File: src/rtl/ddr_pkg.sv
package ddr_pkg;

  localparam int CFG_W  = 24;
  localparam int CIDX_W = 2;

  localparam logic [CIDX_W-1:0] REG_MOVE_DUTY = 2'd0;
  localparam logic [CIDX_W-1:0] REG_TURN_DUTY = 2'd1;
  localparam logic [CIDX_W-1:0] REG_MOVE_RATE = 2'd2;
  localparam logic [CIDX_W-1:0] REG_TURN_RATE = 2'd3;

  localparam logic [1:0] OP_TICK = 2'd0;
  localparam logic [1:0] OP_CMD  = 2'd1;
  localparam logic [1:0] OP_LOAD = 2'd2;

  localparam logic [7:0] CH_FWD   = 8'h66;
  localparam logic [7:0] CH_BACK  = 8'h62;
  localparam logic [7:0] CH_LEFT  = 8'h6C;
  localparam logic [7:0] CH_RIGHT = 8'h72;
  localparam logic [7:0] CH_STOP  = 8'h73;

  typedef enum logic [2:0] {
    MODE_STOP  = 3'd0,
    MODE_FWD   = 3'd1,
    MODE_BACK  = 3'd2,
    MODE_LEFT  = 3'd3,
    MODE_RIGHT = 3'd4
  } mode_t;

  // cordic datapath: scale 2^30, rounded to 2^20 at the end
  localparam int XW       = 34;
  localparam int CW       = 24;
  localparam int STEP_W   = 5;
  localparam int ATAN_LEN = 24;
  localparam logic [31:0] CORDIC_GAIN = 32'd652032875;
  localparam logic [31:0] ATAN_TABLE [ATAN_LEN] = '{
    32'd536870912, 32'd316933406, 32'd167458907, 32'd85004756, 32'd42667331,
    32'd21354465,  32'd10679838,  32'd5340245,   32'd2670163,  32'd1335087,
    32'd667544,    32'd333772,    32'd166886,    32'd83443,    32'd41722,
    32'd20861,     32'd10430,     32'd5215,      32'd2608,     32'd1304,
    32'd652,       32'd326,       32'd163,       32'd81
  };
  localparam logic [XW-1:0] RND_10 = XW'(512);

  // shared multiplier
  localparam int MA_W   = 25;
  localparam int MB_W   = 24;
  localparam int MUL_W  = MA_W + MB_W;
  localparam int DIST_W = 40;
  localparam int HALF_D = 20;
  localparam int LO_W   = MUL_W - HALF_D;
  localparam logic [MUL_W-1:0] RND_20 = MUL_W'(20'h80000);

endpackage

File: src/rtl/ddr_in_if.sv
interface ddr_in_if;
  logic               valid;
  logic               ready;
  logic [1:0]         operation;
  logic [7:0]         command_char;
  logic [15:0]        elapsed_ms;
  logic signed [31:0] load_x;
  logic signed [31:0] load_y;
  logic [15:0]        load_heading;

  modport source (
    output valid, operation, command_char, elapsed_ms, load_x, load_y, load_heading,
    input  ready
  );
  modport sink (
    input  valid, operation, command_char, elapsed_ms, load_x, load_y, load_heading,
    output ready
  );
endinterface

File: src/rtl/ddr_out_if.sv
interface ddr_out_if #(
  parameter int POSITION_BITS = 32,
  parameter int ANGLE_BITS    = 16
);
  logic                            valid;
  logic                            ready;
  logic signed [8:0]               left_drive;
  logic signed [8:0]               right_drive;
  logic signed [POSITION_BITS-1:0] pos_x;
  logic signed [POSITION_BITS-1:0] pos_y;
  logic [ANGLE_BITS-1:0]           heading;
  logic [2:0]                      motion;
  logic                            unknown_command;

  modport source (
    output valid, left_drive, right_drive, pos_x, pos_y, heading, motion, unknown_command,
    input  ready
  );
  modport sink (
    input  valid, left_drive, right_drive, pos_x, pos_y, heading, motion, unknown_command,
    output ready
  );
endinterface

File: src/rtl/diff_drive_dead_reckoning_core.sv
// Channel | Dir | Handshake       | Request
// in_ch   | in  | valid / ready   | tick, motion command or pose load
// out_ch  | out | valid / ready   | duties, pose, motion state, unknown flag
// cfg     | in  | cfg_we          | duty and rate registers
//
// Path per request: commands, pose loads and stopped ticks go from ST_IDLE to
// ST_OUT; a turning tick passes ST_TURN; a moving tick passes ST_DIST, the shared
// shift-add CORDIC loop (ST_CORD, ST_FIN), the shared 25x24 multiplier (ST_MUL)
// and ST_UPD. One request at a time: in_ready is high only in idle, and stays low
// while a result waits on out_ready. Synchronous active-low reset clears pose,
// motion state and registers.
module diff_drive_dead_reckoning_core
  import ddr_pkg::*;
#(
  parameter int POSITION_BITS = 32,
  parameter int ANGLE_BITS    = 16,
  parameter int CORDIC_STEPS  = 16
) (
  input  logic              clk,
  input  logic              rst_n,
  ddr_in_if.sink            in_ch,
  ddr_out_if.source         out_ch,
  input  logic              cfg_we,
  input  logic [CIDX_W-1:0] cfg_index,
  input  logic [CFG_W-1:0]  cfg_data
);

  localparam int DW = MUL_W;
  localparam int SW = ((POSITION_BITS > DW) ? POSITION_BITS : DW) + 1;
  localparam logic signed [SW-1:0] PMAX =
    {{(SW-POSITION_BITS+1){1'b0}}, {(POSITION_BITS-1){1'b1}}};
  localparam logic signed [SW-1:0] PMIN = ~PMAX;
  localparam logic [STEP_W-1:0] LAST_STEP = STEP_W'(CORDIC_STEPS - 1);

  typedef enum logic [7:0] {
    ST_IDLE = 8'b0000_0001,
    ST_DIST = 8'b0000_0010,
    ST_TURN = 8'b0000_0100,
    ST_CORD = 8'b0000_1000,
    ST_FIN  = 8'b0001_0000,
    ST_MUL  = 8'b0010_0000,
    ST_UPD  = 8'b0100_0000,
    ST_OUT  = 8'b1000_0000
  } state_t;

  function automatic logic [POSITION_BITS-1:0] sat_pos(input logic signed [SW-1:0] v);
    if (v > PMAX) return PMAX[POSITION_BITS-1:0];
    if (v < PMIN) return PMIN[POSITION_BITS-1:0];
    return v[POSITION_BITS-1:0];
  endfunction

  state_t                          state_r, state_nxt;
  logic [7:0]                      move_duty_r, move_duty_nxt;
  logic [7:0]                      turn_duty_r, turn_duty_nxt;
  logic [23:0]                     move_rate_r, move_rate_nxt;
  logic [15:0]                     turn_rate_r, turn_rate_nxt;
  logic signed [POSITION_BITS-1:0] x_r, x_nxt;
  logic signed [POSITION_BITS-1:0] y_r, y_nxt;
  logic [ANGLE_BITS-1:0]           hdg_r, hdg_nxt;
  mode_t                           mode_r, mode_nxt;
  logic                            unk_r, unk_nxt;
  logic [15:0]                     ms_r, ms_nxt;
  logic [DIST_W-1:0]               dist_r, dist_nxt;
  logic signed [XW-1:0]            cx_r, cx_nxt;
  logic signed [XW-1:0]            cy_r, cy_nxt;
  logic signed [XW-1:0]            cz_r, cz_nxt;
  logic                            neg_r, neg_nxt;
  logic [STEP_W-1:0]               step_r, step_nxt;
  logic signed [CW-1:0]            c_r, c_nxt;
  logic signed [CW-1:0]            s_r, s_nxt;
  logic [2:0]                      k_r, k_nxt;
  logic signed [MUL_W-1:0]         prod_r, prod_nxt;
  logic signed [LO_W-1:0]          lo_r, lo_nxt;
  logic signed [DW-1:0]            dx_r, dx_nxt;
  logic signed [DW-1:0]            dy_r, dy_nxt;

  logic signed [MA_W-1:0]  mul_a;
  logic signed [MB_W-1:0]  mul_b;
  logic signed [MUL_W-1:0] mul_p;
  logic [ANGLE_BITS-1:0]   turn_d;
  logic [31:0]             ang32;
  logic                    ang_neg;
  logic [31:0]             ang_fold;
  logic signed [XW-1:0]    shx, shy, atan_v, xf, yf, xr, yr;
  logic [MUL_W-1:0]        lo_sum;
  logic signed [DW-1:0]    ddx, ddy;
  logic                    moving, turning;

  assign moving  = (mode_r == MODE_FWD) || (mode_r == MODE_BACK);
  assign turning = (mode_r == MODE_LEFT) || (mode_r == MODE_RIGHT);

  // shared multiplier operand select
  always_comb begin
    mul_a = {1'b0, move_rate_r};
    mul_b = {8'b0, ms_r};
    if (state_r == ST_TURN) begin
      mul_a = {9'b0, turn_rate_r};
    end else if (state_r == ST_MUL) begin
      mul_a = k_r[0] ? {5'b0, dist_r[DIST_W-1:HALF_D]} : {5'b0, dist_r[HALF_D-1:0]};
      mul_b = k_r[1] ? s_r : c_r;
    end
  end

  assign mul_p  = mul_a * mul_b;
  assign turn_d = mul_p[8 +: ANGLE_BITS];

  // cordic start angle, folded to [-quarter, quarter)
  assign ang32    = {hdg_r, {(32-ANGLE_BITS){1'b0}}};
  assign ang_neg  = ang32[31] ^ ang32[30];
  assign ang_fold = {ang32[31] ^ ang_neg, ang32[30:0]};

  assign shx    = cx_r >>> step_r;
  assign shy    = cy_r >>> step_r;
  assign atan_v = $signed(XW'(ATAN_TABLE[step_r]));
  assign xf     = neg_r ? -cx_r : cx_r;
  assign yf     = neg_r ? -cy_r : cy_r;
  assign xr     = xf + $signed(RND_10);
  assign yr     = yf + $signed(RND_10);
  assign lo_sum = prod_r + RND_20;
  assign ddx    = (mode_r == MODE_BACK) ? -dx_r : dx_r;
  assign ddy    = (mode_r == MODE_BACK) ? -dy_r : dy_r;

  always_comb begin
    state_nxt     = state_r;
    move_duty_nxt = move_duty_r;
    turn_duty_nxt = turn_duty_r;
    move_rate_nxt = move_rate_r;
    turn_rate_nxt = turn_rate_r;
    x_nxt         = x_r;
    y_nxt         = y_r;
    hdg_nxt       = hdg_r;
    mode_nxt      = mode_r;
    unk_nxt       = unk_r;
    ms_nxt        = ms_r;
    dist_nxt      = dist_r;
    cx_nxt        = cx_r;
    cy_nxt        = cy_r;
    cz_nxt        = cz_r;
    neg_nxt       = neg_r;
    step_nxt      = step_r;
    c_nxt         = c_r;
    s_nxt         = s_r;
    k_nxt         = k_r;
    prod_nxt      = prod_r;
    lo_nxt        = lo_r;
    dx_nxt        = dx_r;
    dy_nxt        = dy_r;

    if (cfg_we) begin
      unique case (cfg_index)
        REG_MOVE_DUTY: move_duty_nxt = cfg_data[7:0];
        REG_TURN_DUTY: turn_duty_nxt = cfg_data[7:0];
        REG_MOVE_RATE: move_rate_nxt = cfg_data[23:0];
        REG_TURN_RATE: turn_rate_nxt = cfg_data[15:0];
      endcase
    end

    unique case (state_r)
      ST_IDLE: begin
        if (in_ch.valid) begin
          ms_nxt   = in_ch.elapsed_ms;
          unk_nxt  = 1'b0;
          cx_nxt   = $signed(XW'(CORDIC_GAIN));
          cy_nxt   = '0;
          cz_nxt   = XW'($signed(ang_fold));
          neg_nxt  = ang_neg;
          step_nxt = '0;
          k_nxt    = '0;
          state_nxt = ST_OUT;
          unique case (in_ch.operation)
            OP_TICK: begin
              if (moving) begin
                state_nxt = ST_DIST;
              end else if (turning) begin
                state_nxt = ST_TURN;
              end
            end
            OP_CMD: begin
              unique case (in_ch.command_char)
                CH_FWD:   mode_nxt = MODE_FWD;
                CH_BACK:  mode_nxt = MODE_BACK;
                CH_LEFT:  mode_nxt = MODE_LEFT;
                CH_RIGHT: mode_nxt = MODE_RIGHT;
                CH_STOP:  mode_nxt = MODE_STOP;
                default:  unk_nxt  = 1'b1;
              endcase
            end
            OP_LOAD: begin
              x_nxt   = sat_pos(SW'(in_ch.load_x));
              y_nxt   = sat_pos(SW'(in_ch.load_y));
              hdg_nxt = ANGLE_BITS'(in_ch.load_heading);
            end
            default: ;
          endcase
        end
      end
      ST_DIST: begin
        dist_nxt  = mul_p[DIST_W-1:0];
        state_nxt = ST_CORD;
      end
      ST_TURN: begin
        hdg_nxt   = (mode_r == MODE_LEFT) ? hdg_r + turn_d : hdg_r - turn_d;
        state_nxt = ST_OUT;
      end
      ST_CORD: begin
        if (!cz_r[XW-1]) begin
          cx_nxt = cx_r - shy;
          cy_nxt = cy_r + shx;
          cz_nxt = cz_r - atan_v;
        end else begin
          cx_nxt = cx_r + shy;
          cy_nxt = cy_r - shx;
          cz_nxt = cz_r + atan_v;
        end
        step_nxt = step_r + 1'b1;
        if (step_r == LAST_STEP) begin
          state_nxt = ST_FIN;
        end
      end
      ST_FIN: begin
        c_nxt     = xr[XW-1:10];
        s_nxt     = yr[XW-1:10];
        k_nxt     = '0;
        state_nxt = ST_MUL;
      end
      ST_MUL: begin
        // k: 0 lo*c, 1 hi*c, 2 lo*s, 3 hi*s; results fold in from prod_r at the next k
        prod_nxt = mul_p;
        k_nxt    = k_r + 1'b1;
        if (k_r[0]) begin
          lo_nxt = lo_sum[MUL_W-1:HALF_D];
        end
        if (k_r == 3'd2) begin
          dx_nxt = prod_r + DW'(lo_r);
        end
        if (k_r == 3'd4) begin
          dy_nxt    = prod_r + DW'(lo_r);
          state_nxt = ST_UPD;
        end
      end
      ST_UPD: begin
        x_nxt     = sat_pos(SW'(x_r) + SW'(ddx));
        y_nxt     = sat_pos(SW'(y_r) + SW'(ddy));
        state_nxt = ST_OUT;
      end
      ST_OUT: begin
        if (out_ch.ready) begin
          state_nxt = ST_IDLE;
        end
      end
      default: state_nxt = ST_IDLE;
    endcase
  end

  always_ff @(posedge clk) begin
    if (!rst_n) begin
      state_r     <= ST_IDLE;
      move_duty_r <= '0;
      turn_duty_r <= '0;
      move_rate_r <= '0;
      turn_rate_r <= '0;
      x_r         <= '0;
      y_r         <= '0;
      hdg_r       <= '0;
      mode_r      <= MODE_STOP;
      unk_r       <= 1'b0;
    end else begin
      state_r     <= state_nxt;
      move_duty_r <= move_duty_nxt;
      turn_duty_r <= turn_duty_nxt;
      move_rate_r <= move_rate_nxt;
      turn_rate_r <= turn_rate_nxt;
      x_r         <= x_nxt;
      y_r         <= y_nxt;
      hdg_r       <= hdg_nxt;
      mode_r      <= mode_nxt;
      unk_r       <= unk_nxt;
    end
  end

  always_ff @(posedge clk) begin
    ms_r   <= ms_nxt;
    dist_r <= dist_nxt;
    cx_r   <= cx_nxt;
    cy_r   <= cy_nxt;
    cz_r   <= cz_nxt;
    neg_r  <= neg_nxt;
    step_r <= step_nxt;
    c_r    <= c_nxt;
    s_r    <= s_nxt;
    k_r    <= k_nxt;
    prod_r <= prod_nxt;
    lo_r   <= lo_nxt;
    dx_r   <= dx_nxt;
    dy_r   <= dy_nxt;
  end

  // wheel duties follow the motion state
  always_comb begin
    out_ch.left_drive  = '0;
    out_ch.right_drive = '0;
    unique case (mode_r)
      MODE_FWD: begin
        out_ch.left_drive  = {1'b0, move_duty_r};
        out_ch.right_drive = {1'b0, move_duty_r};
      end
      MODE_BACK: begin
        out_ch.left_drive  = -$signed({1'b0, move_duty_r});
        out_ch.right_drive = -$signed({1'b0, move_duty_r});
      end
      MODE_LEFT: begin
        out_ch.left_drive  = -$signed({1'b0, turn_duty_r});
        out_ch.right_drive = {1'b0, turn_duty_r};
      end
      MODE_RIGHT: begin
        out_ch.left_drive  = {1'b0, turn_duty_r};
        out_ch.right_drive = -$signed({1'b0, turn_duty_r});
      end
      default: ;
    endcase
  end

  assign in_ch.ready            = (state_r == ST_IDLE);
  assign out_ch.valid           = (state_r == ST_OUT);
  assign out_ch.pos_x           = x_r;
  assign out_ch.pos_y           = y_r;
  assign out_ch.heading         = hdg_r;
  assign out_ch.motion          = mode_r;
  assign out_ch.unknown_command = unk_r;

endmodule

File: src/flat_wrapper.sv
// flat-port wrapper written by rule: the top's interface ports become plain ports
module diff_drive_dead_reckoning_core_flat import ddr_pkg::*;
#(
  parameter int POSITION_BITS = 32,
  parameter int ANGLE_BITS    = 16,
  parameter int CORDIC_STEPS  = 16
)
  (clk, rst_n, cfg_we, cfg_index, cfg_data, in_ch_valid, in_ch_operation, in_ch_command_char, in_ch_elapsed_ms, in_ch_load_x, in_ch_load_y, in_ch_load_heading, in_ch_ready, out_ch_valid, out_ch_left_drive, out_ch_right_drive, out_ch_pos_x, out_ch_pos_y, out_ch_heading, out_ch_motion, out_ch_unknown_command, out_ch_ready);
  ddr_in_if in_ch_i ();
  ddr_out_if #(.POSITION_BITS(POSITION_BITS), .ANGLE_BITS(ANGLE_BITS)) out_ch_i ();
  input  logic clk;
  input  logic rst_n;
  input  logic cfg_we;
  input  logic [CIDX_W-1:0] cfg_index;
  input  logic [CFG_W-1:0] cfg_data;
  input wire logic [$bits(in_ch_i.valid)-1:0] in_ch_valid;
  input wire logic [$bits(in_ch_i.operation)-1:0] in_ch_operation;
  input wire logic [$bits(in_ch_i.command_char)-1:0] in_ch_command_char;
  input wire logic [$bits(in_ch_i.elapsed_ms)-1:0] in_ch_elapsed_ms;
  input wire logic [$bits(in_ch_i.load_x)-1:0] in_ch_load_x;
  input wire logic [$bits(in_ch_i.load_y)-1:0] in_ch_load_y;
  input wire logic [$bits(in_ch_i.load_heading)-1:0] in_ch_load_heading;
  output wire logic [$bits(in_ch_i.ready)-1:0] in_ch_ready;
  output wire logic [$bits(out_ch_i.valid)-1:0] out_ch_valid;
  output wire logic [$bits(out_ch_i.left_drive)-1:0] out_ch_left_drive;
  output wire logic [$bits(out_ch_i.right_drive)-1:0] out_ch_right_drive;
  output wire logic [$bits(out_ch_i.pos_x)-1:0] out_ch_pos_x;
  output wire logic [$bits(out_ch_i.pos_y)-1:0] out_ch_pos_y;
  output wire logic [$bits(out_ch_i.heading)-1:0] out_ch_heading;
  output wire logic [$bits(out_ch_i.motion)-1:0] out_ch_motion;
  output wire logic [$bits(out_ch_i.unknown_command)-1:0] out_ch_unknown_command;
  input wire logic [$bits(out_ch_i.ready)-1:0] out_ch_ready;
  assign in_ch_i.valid = in_ch_valid;
  assign in_ch_i.operation = in_ch_operation;
  assign in_ch_i.command_char = in_ch_command_char;
  assign in_ch_i.elapsed_ms = in_ch_elapsed_ms;
  assign in_ch_i.load_x = in_ch_load_x;
  assign in_ch_i.load_y = in_ch_load_y;
  assign in_ch_i.load_heading = in_ch_load_heading;
  assign in_ch_ready = in_ch_i.ready;
  assign out_ch_valid = out_ch_i.valid;
  assign out_ch_left_drive = out_ch_i.left_drive;
  assign out_ch_right_drive = out_ch_i.right_drive;
  assign out_ch_pos_x = out_ch_i.pos_x;
  assign out_ch_pos_y = out_ch_i.pos_y;
  assign out_ch_heading = out_ch_i.heading;
  assign out_ch_motion = out_ch_i.motion;
  assign out_ch_unknown_command = out_ch_i.unknown_command;
  assign out_ch_i.ready = out_ch_ready;
  diff_drive_dead_reckoning_core #(.POSITION_BITS(POSITION_BITS), .ANGLE_BITS(ANGLE_BITS), .CORDIC_STEPS(CORDIC_STEPS)) u_core (.clk(clk), .rst_n(rst_n), .in_ch(in_ch_i), .out_ch(out_ch_i), .cfg_we(cfg_we), .cfg_index(cfg_index), .cfg_data(cfg_data));
endmodule
File: config.mk
export PLATFORM = sky130hd
export DESIGN_NAME = diff_drive_dead_reckoning_core_flat
export DESIGN_NICKNAME = d
export VERILOG_FILES = /design/src/rtl/ddr_pkg.sv /design/src/rtl/ddr_in_if.sv /design/src/rtl/ddr_out_if.sv /design/src/rtl/diff_drive_dead_reckoning_core.sv /design/src/flat_wrapper.sv
export SDC_FILE = /design/constraint.sdc
export NUM_CORES = 2
export LEC_CHECK = 0
export CAP_MARGIN = 20
export CELL_PAD_IN_SITES_DETAIL_PLACEMENT = 1
export CELL_PAD_IN_SITES_GLOBAL_PLACEMENT = 1
export CORE_UTILIZATION = 51
export DETAILED_ROUTE_END_ITERATION = 7
export DONT_BUFFER_PORTS = 1
export PLACE_DENSITY = 0.86
export SLEW_MARGIN = 20
export SYNTH_ARGS = -nofsm -noshare
export SYNTH_HDL_FRONTEND = slang
export SYNTH_SLANG_ARGS = --single-unit
File: constraint.sdc
create_clock -name clk -period 12.59 [get_ports clk]
set_input_delay 0.6295 -clock clk [delete_from_list [all_inputs] [get_ports clk]]
set_output_delay 0.6295 -clock clk [all_outputs]
set_load 0.03 [all_outputs]
==> flow_summary.json <==
{
  "timing.final.setup_violations": 0,
  "clock_transition_at_the_register_clock_pins_on_the_worst_setup_and_hold_paths_after_cts_ps": 60,
  "post_cts.repair.setup_buffers": 0,
  "cap_violations": 0,
  "p_total_mw": 7.16,
  "crit_path_max_incr_delay_ps": 890,
  "place.gp.congestion": 0.992,
  "io_buffers": 0,
  "slowest_cell_on_crit_path": "xnor2_1",
  "post-route-min-period_ps": 11300,
  "endpoint_kind": "register",
  "outcome": "completed",
  "rows": 128,
  "globalRouteTotalUtil_pct": 37.6,
  "final_area_um2": 67300,
  "final_layout_size_suffix_gt1_share_pct": 5.59,
  "critical_path_peak_fanout": 38,
  "power.static_leakage_nw": 28.9,
  "ff_latch_count_synth": 539,
  "rsz_0062_raised_after_global_routing": "no",
  "setup_tns_ps": 0,
  "hold_class": "in -> reg",
  "vias_per_cell": 6.31,
  "final.fill_count": 14400,
  "clock-root-buffer": "clkbuf_16",
  "cts_tree": "done",
  "die_w_um": 354,
  "clk-insertion-delay-late_ps": 690,
  "synthMuxAreaShare_pct": 5.22,
  "synthSimpleGateAreaFrac_pct": 15.8,
  "wirelength_mm": 238,
  "met2RoutedLength_mm": 111,
  "dr.pass1.iters": 6,
  "critPathLaunchType": "register",
  "dpl.hpwl_mm": 188,
  "synth_flop_cell": "edfxtp_1",
  "floorplan.die.height_um": 354,
  "cts_resized": 0,
  "finalClockSkew_ps": 30.9,
  "synthAdderAreaFrac_pct": 25.0,
  "ioPinCount": 241,
  "yosysSeqAreaShare_pct": 23.2,
  "synth.distinct_cells": 95,
  "synth_compound_gate_area_share_pct": 16.4,
  "number_of_global_route_vias_before_repair": 59100,
  "slew_headroom_pct": 22.7,
  "via_count": 55900,
  "htree_levels": 3,
  "first_pass_grt_wire_length_mm": 361,
  "cts.sinks": 539,
  "final-max-slew-violation-count": 0,
  "crit_share_post_route_pct": 89.8,
  "routed-wl-met3_mm": 21.7,
  "cp.required_ps": 13120,
  "synth_top_family_by_area": "adder cells",
  "cp_data_arrival_time_ps": 11830,
  "post-route-worst-setup-slack_ps": 1290,
  "maximum_number_of_pins_on_one_net_before_global_route_repair": 89,
  "setup.worst_path.class": "reg -> reg",
  "detail_route.wirelength.met1_mm": 91.0,
  "number_of_cts_inserted_buffers": 67,
  "post_synth_edffs": 391,
  "overflow": 0,
  "post_synth_xor_area_fraction_pct": 7.86,
  "hold_viol": 0,
  "floorplan.core_area_um2": 123000,
  "power.density_nw_per_um2": 106,
  "max-vdd-ir-drop_v": 0.000116,
  "drc": 0,
  "mappedNetlistArea_um2": 63300,
  "post_synth_inst_count": 7316,
  "die_area_um2": 126000,
  "tightest_slew_ps": 1150,
  "floorplan.initialDensity_pct": 51.7,
  "dpl_cell_area_um2": 65100,
  "wire_per_inst_um": 26.9,
  "design.final.nets": 8290,
  "async_set_or_reset_register_ratio_after_synthesis_pct": 0,
  "max-clock-path-buffers": 3,
  "ant_nets": 0,
  "dpl_worst_slack_ps": 1670,
  "timing.fmax_mhz": 88.5,
  "final_core_util_pct": 54.9,
  "postSynthAreaPerCell_um2": 8.66,
  "post_cts_hold_buffer_count": 0,
  "drtIter0Drc": 4858,
  "synthToLayoutAreaGrowth_pct": 6.22,
  "yosysWarnings": 0,
  "grt_antenna_before_repair": 17,
  "route.top_layer_used": "met5"
}
critical path, delay by kind of cell, from the launching register on:
family | cells | cell delay (ps)
AO/OA/AOI/OAI | 9 | 2410
XOR/XNOR | 4 | 1490
adder cells (fa/ha/maj) | 9 | 4090
buffers and inverters | 7 | 910
flip-flops | 1 | 350
AND/OR/NAND/NOR | 8 | 1860
Yosys cell counts, types with 28 or more instances:
cell type / number / area [um2]
mux2i_1: 119 / 1190
o21ai_1: 43 / 215
nor3_1: 125 / 626
or3_1: 38 / 238
and2_1: 53 / 332
nand3_1: 103 / 515
a211oi_1: 54 / 405
a21boi_0: 56 / 420
o21ai_0: 385 / 1930
a31oi_1: 56 / 350
o31ai_1: 38 / 285
nor4_1: 32 / 200
inv_1: 715 / 2680
nand4_1: 32 / 200
a21oi_1: 514 / 2570
mux2_2: 38 / 428
o211ai_1: 28 / 210
nand2b_1: 67 / 419
xor2_1: 221 / 1940
nand2_1: 898 / 3370
edfxtp_1: 391 / 11700
a21o_1: 137 / 1030
clkbuf_1: 290 / 1090
xnor2_1: 345 / 3020
and3_1: 58 / 363
dfxtp_1: 148 / 2960
buf_1: 32 / 120
fa_1: 489 / 9790
mux4_2: 75 / 1690
ha_1: 484 / 6060
nor2_1: 701 / 2630
o21a_1: 103 / 773
nor2b_1: 70 / 438
o21bai_1: 56 / 420
kinds of logic after synthesis:
| logic type | after synthesis |
|---|---|
| AND/OR/NAND/NOR | 2268 |
| AO/OA/AOI/OAI | 1669 |
| buffers and inverters | 1064 |
| adder cells (fa/ha/maj) | 975 |
| XOR/XNOR | 567 |
| flip-flops | 539 |
| multiplexers | 232 |
| other | 2 |
stage by stage:
step	hold WS (ps)	instances
finish	43.8	8860
global route	23.4	8858
CTS	15.1	8857
detailed placement	457	8736
global placement	450	8736
floorplan	444	7342
final timing paths:
kind / startpoint / end / slack (ps) / cells past startpoint
max: u_core.state_r[1]$_SDFFE_PN0P_ / u_core.out_ch.heading[15]$_SDFFE_PN0P_ / 1290 / 37
max reg2reg: u_core.state_r[1]$_SDFFE_PN0P_ / u_core.out_ch.heading[15]$_SDFFE_PN0P_ / 1290 / 37
min: in_ch_elapsed_ms[2] / u_core.ms_r[2]$_DFFE_PP_ / 40 / 0
min reg2reg: u_core.turn_rate_r[10]$_SDFFE_PN0P_ / u_core.turn_rate_r[10]$_SDFFE_PN0P_ / 470 / 2
power breakdown:
part	total (mW)	switching, mW	internal [mW]	leakage, nW
Combinational	3.04	1.87	1.17	23.1
Sequential	2.14	0.138	2.00	4.75
Clock	1.98	0.873	1.11	1.04
Total	7.16	2.88	4.28	28.9
area by class of cell:
class	instances	area, um2	share of cell area (%)
multi-input combinational	5739	44800	66.6
sequential	539	14700	21.9
inverter	719	2700	4.01
tap	1625	2030	3.02
clock buffer	83	1810	2.69
timing repair buffer	114	860	1.28
clock inverter	38	339	0.504
antenna	3	7.51	0.0112
layer usage:
| metal | up-vias | track usage, % |
|---|---|---|
| li1 | 24800 | - |
| met1 | 28000 | 45.4 |
| met2 | 2381 | 61.7 |
| met3 | 747 | 9.77 |
| met4 | 22 | 19.2 |
| met5 | - | 0 |
flip-flops by register name, summed over array words and instances (netlist names), 3 cells and up:
signal,cells
u_core.move_duty_r,8
u_core.cz_r,34
u_core.out_ch.pos_y,32
u_core.cx_r,34
u_core.dist_r,40
u_core.k_r,3
u_core.cy_r,34
u_core.dy_r,49
u_core.move_rate_r,24
u_core.out_ch.pos_x,32
u_core.out_ch.motion,3
u_core.c_r,24
u_core.out_ch.heading,16
u_core.s_r,24
u_core.ms_r,16
u_core.prod_r,49
u_core.step_r,5
u_core.turn_rate_r,16
u_core.turn_duty_r,8
u_core.lo_r,29
u_core.dx_r,49
u_core.state_r,8
cells in the final DEF, fill, tap and decap left out, drive strengths merged, types with 30 or more instances in the layout:
master / netlist / layout
nor2b: 70 / 70
and3: 58 / 58
o21ai: 429 / 429
a31oi: 57 / 57
o21a: 103 / 103
nand2: 898 / 898
and2: 54 / 54
nand2b: 67 / 67
a21oi: 514 / 514
xnor2: 345 / 345
fa: 489 / 489
edfxtp: 391 / 391
nand3: 103 / 103
clkbuf: 290 / 83
or3: 38 / 38
xor2: 221 / 221
a21o: 137 / 137
o21bai: 56 / 56
a211oi: 58 / 58
nor2: 701 / 701
mux2i: 119 / 119
nor4: 32 / 32
mux2: 38 / 38
o31ai: 39 / 39
dfxtp: 148 / 148
mux4: 75 / 75
nor3: 126 / 126
buf: 55 / 114
o211ai: 30 / 30
a21boi: 57 / 57
inv: 716 / 721
ha: 484 / 484
nand4: 32 / 32
Power figures use the tool's default switching activity.
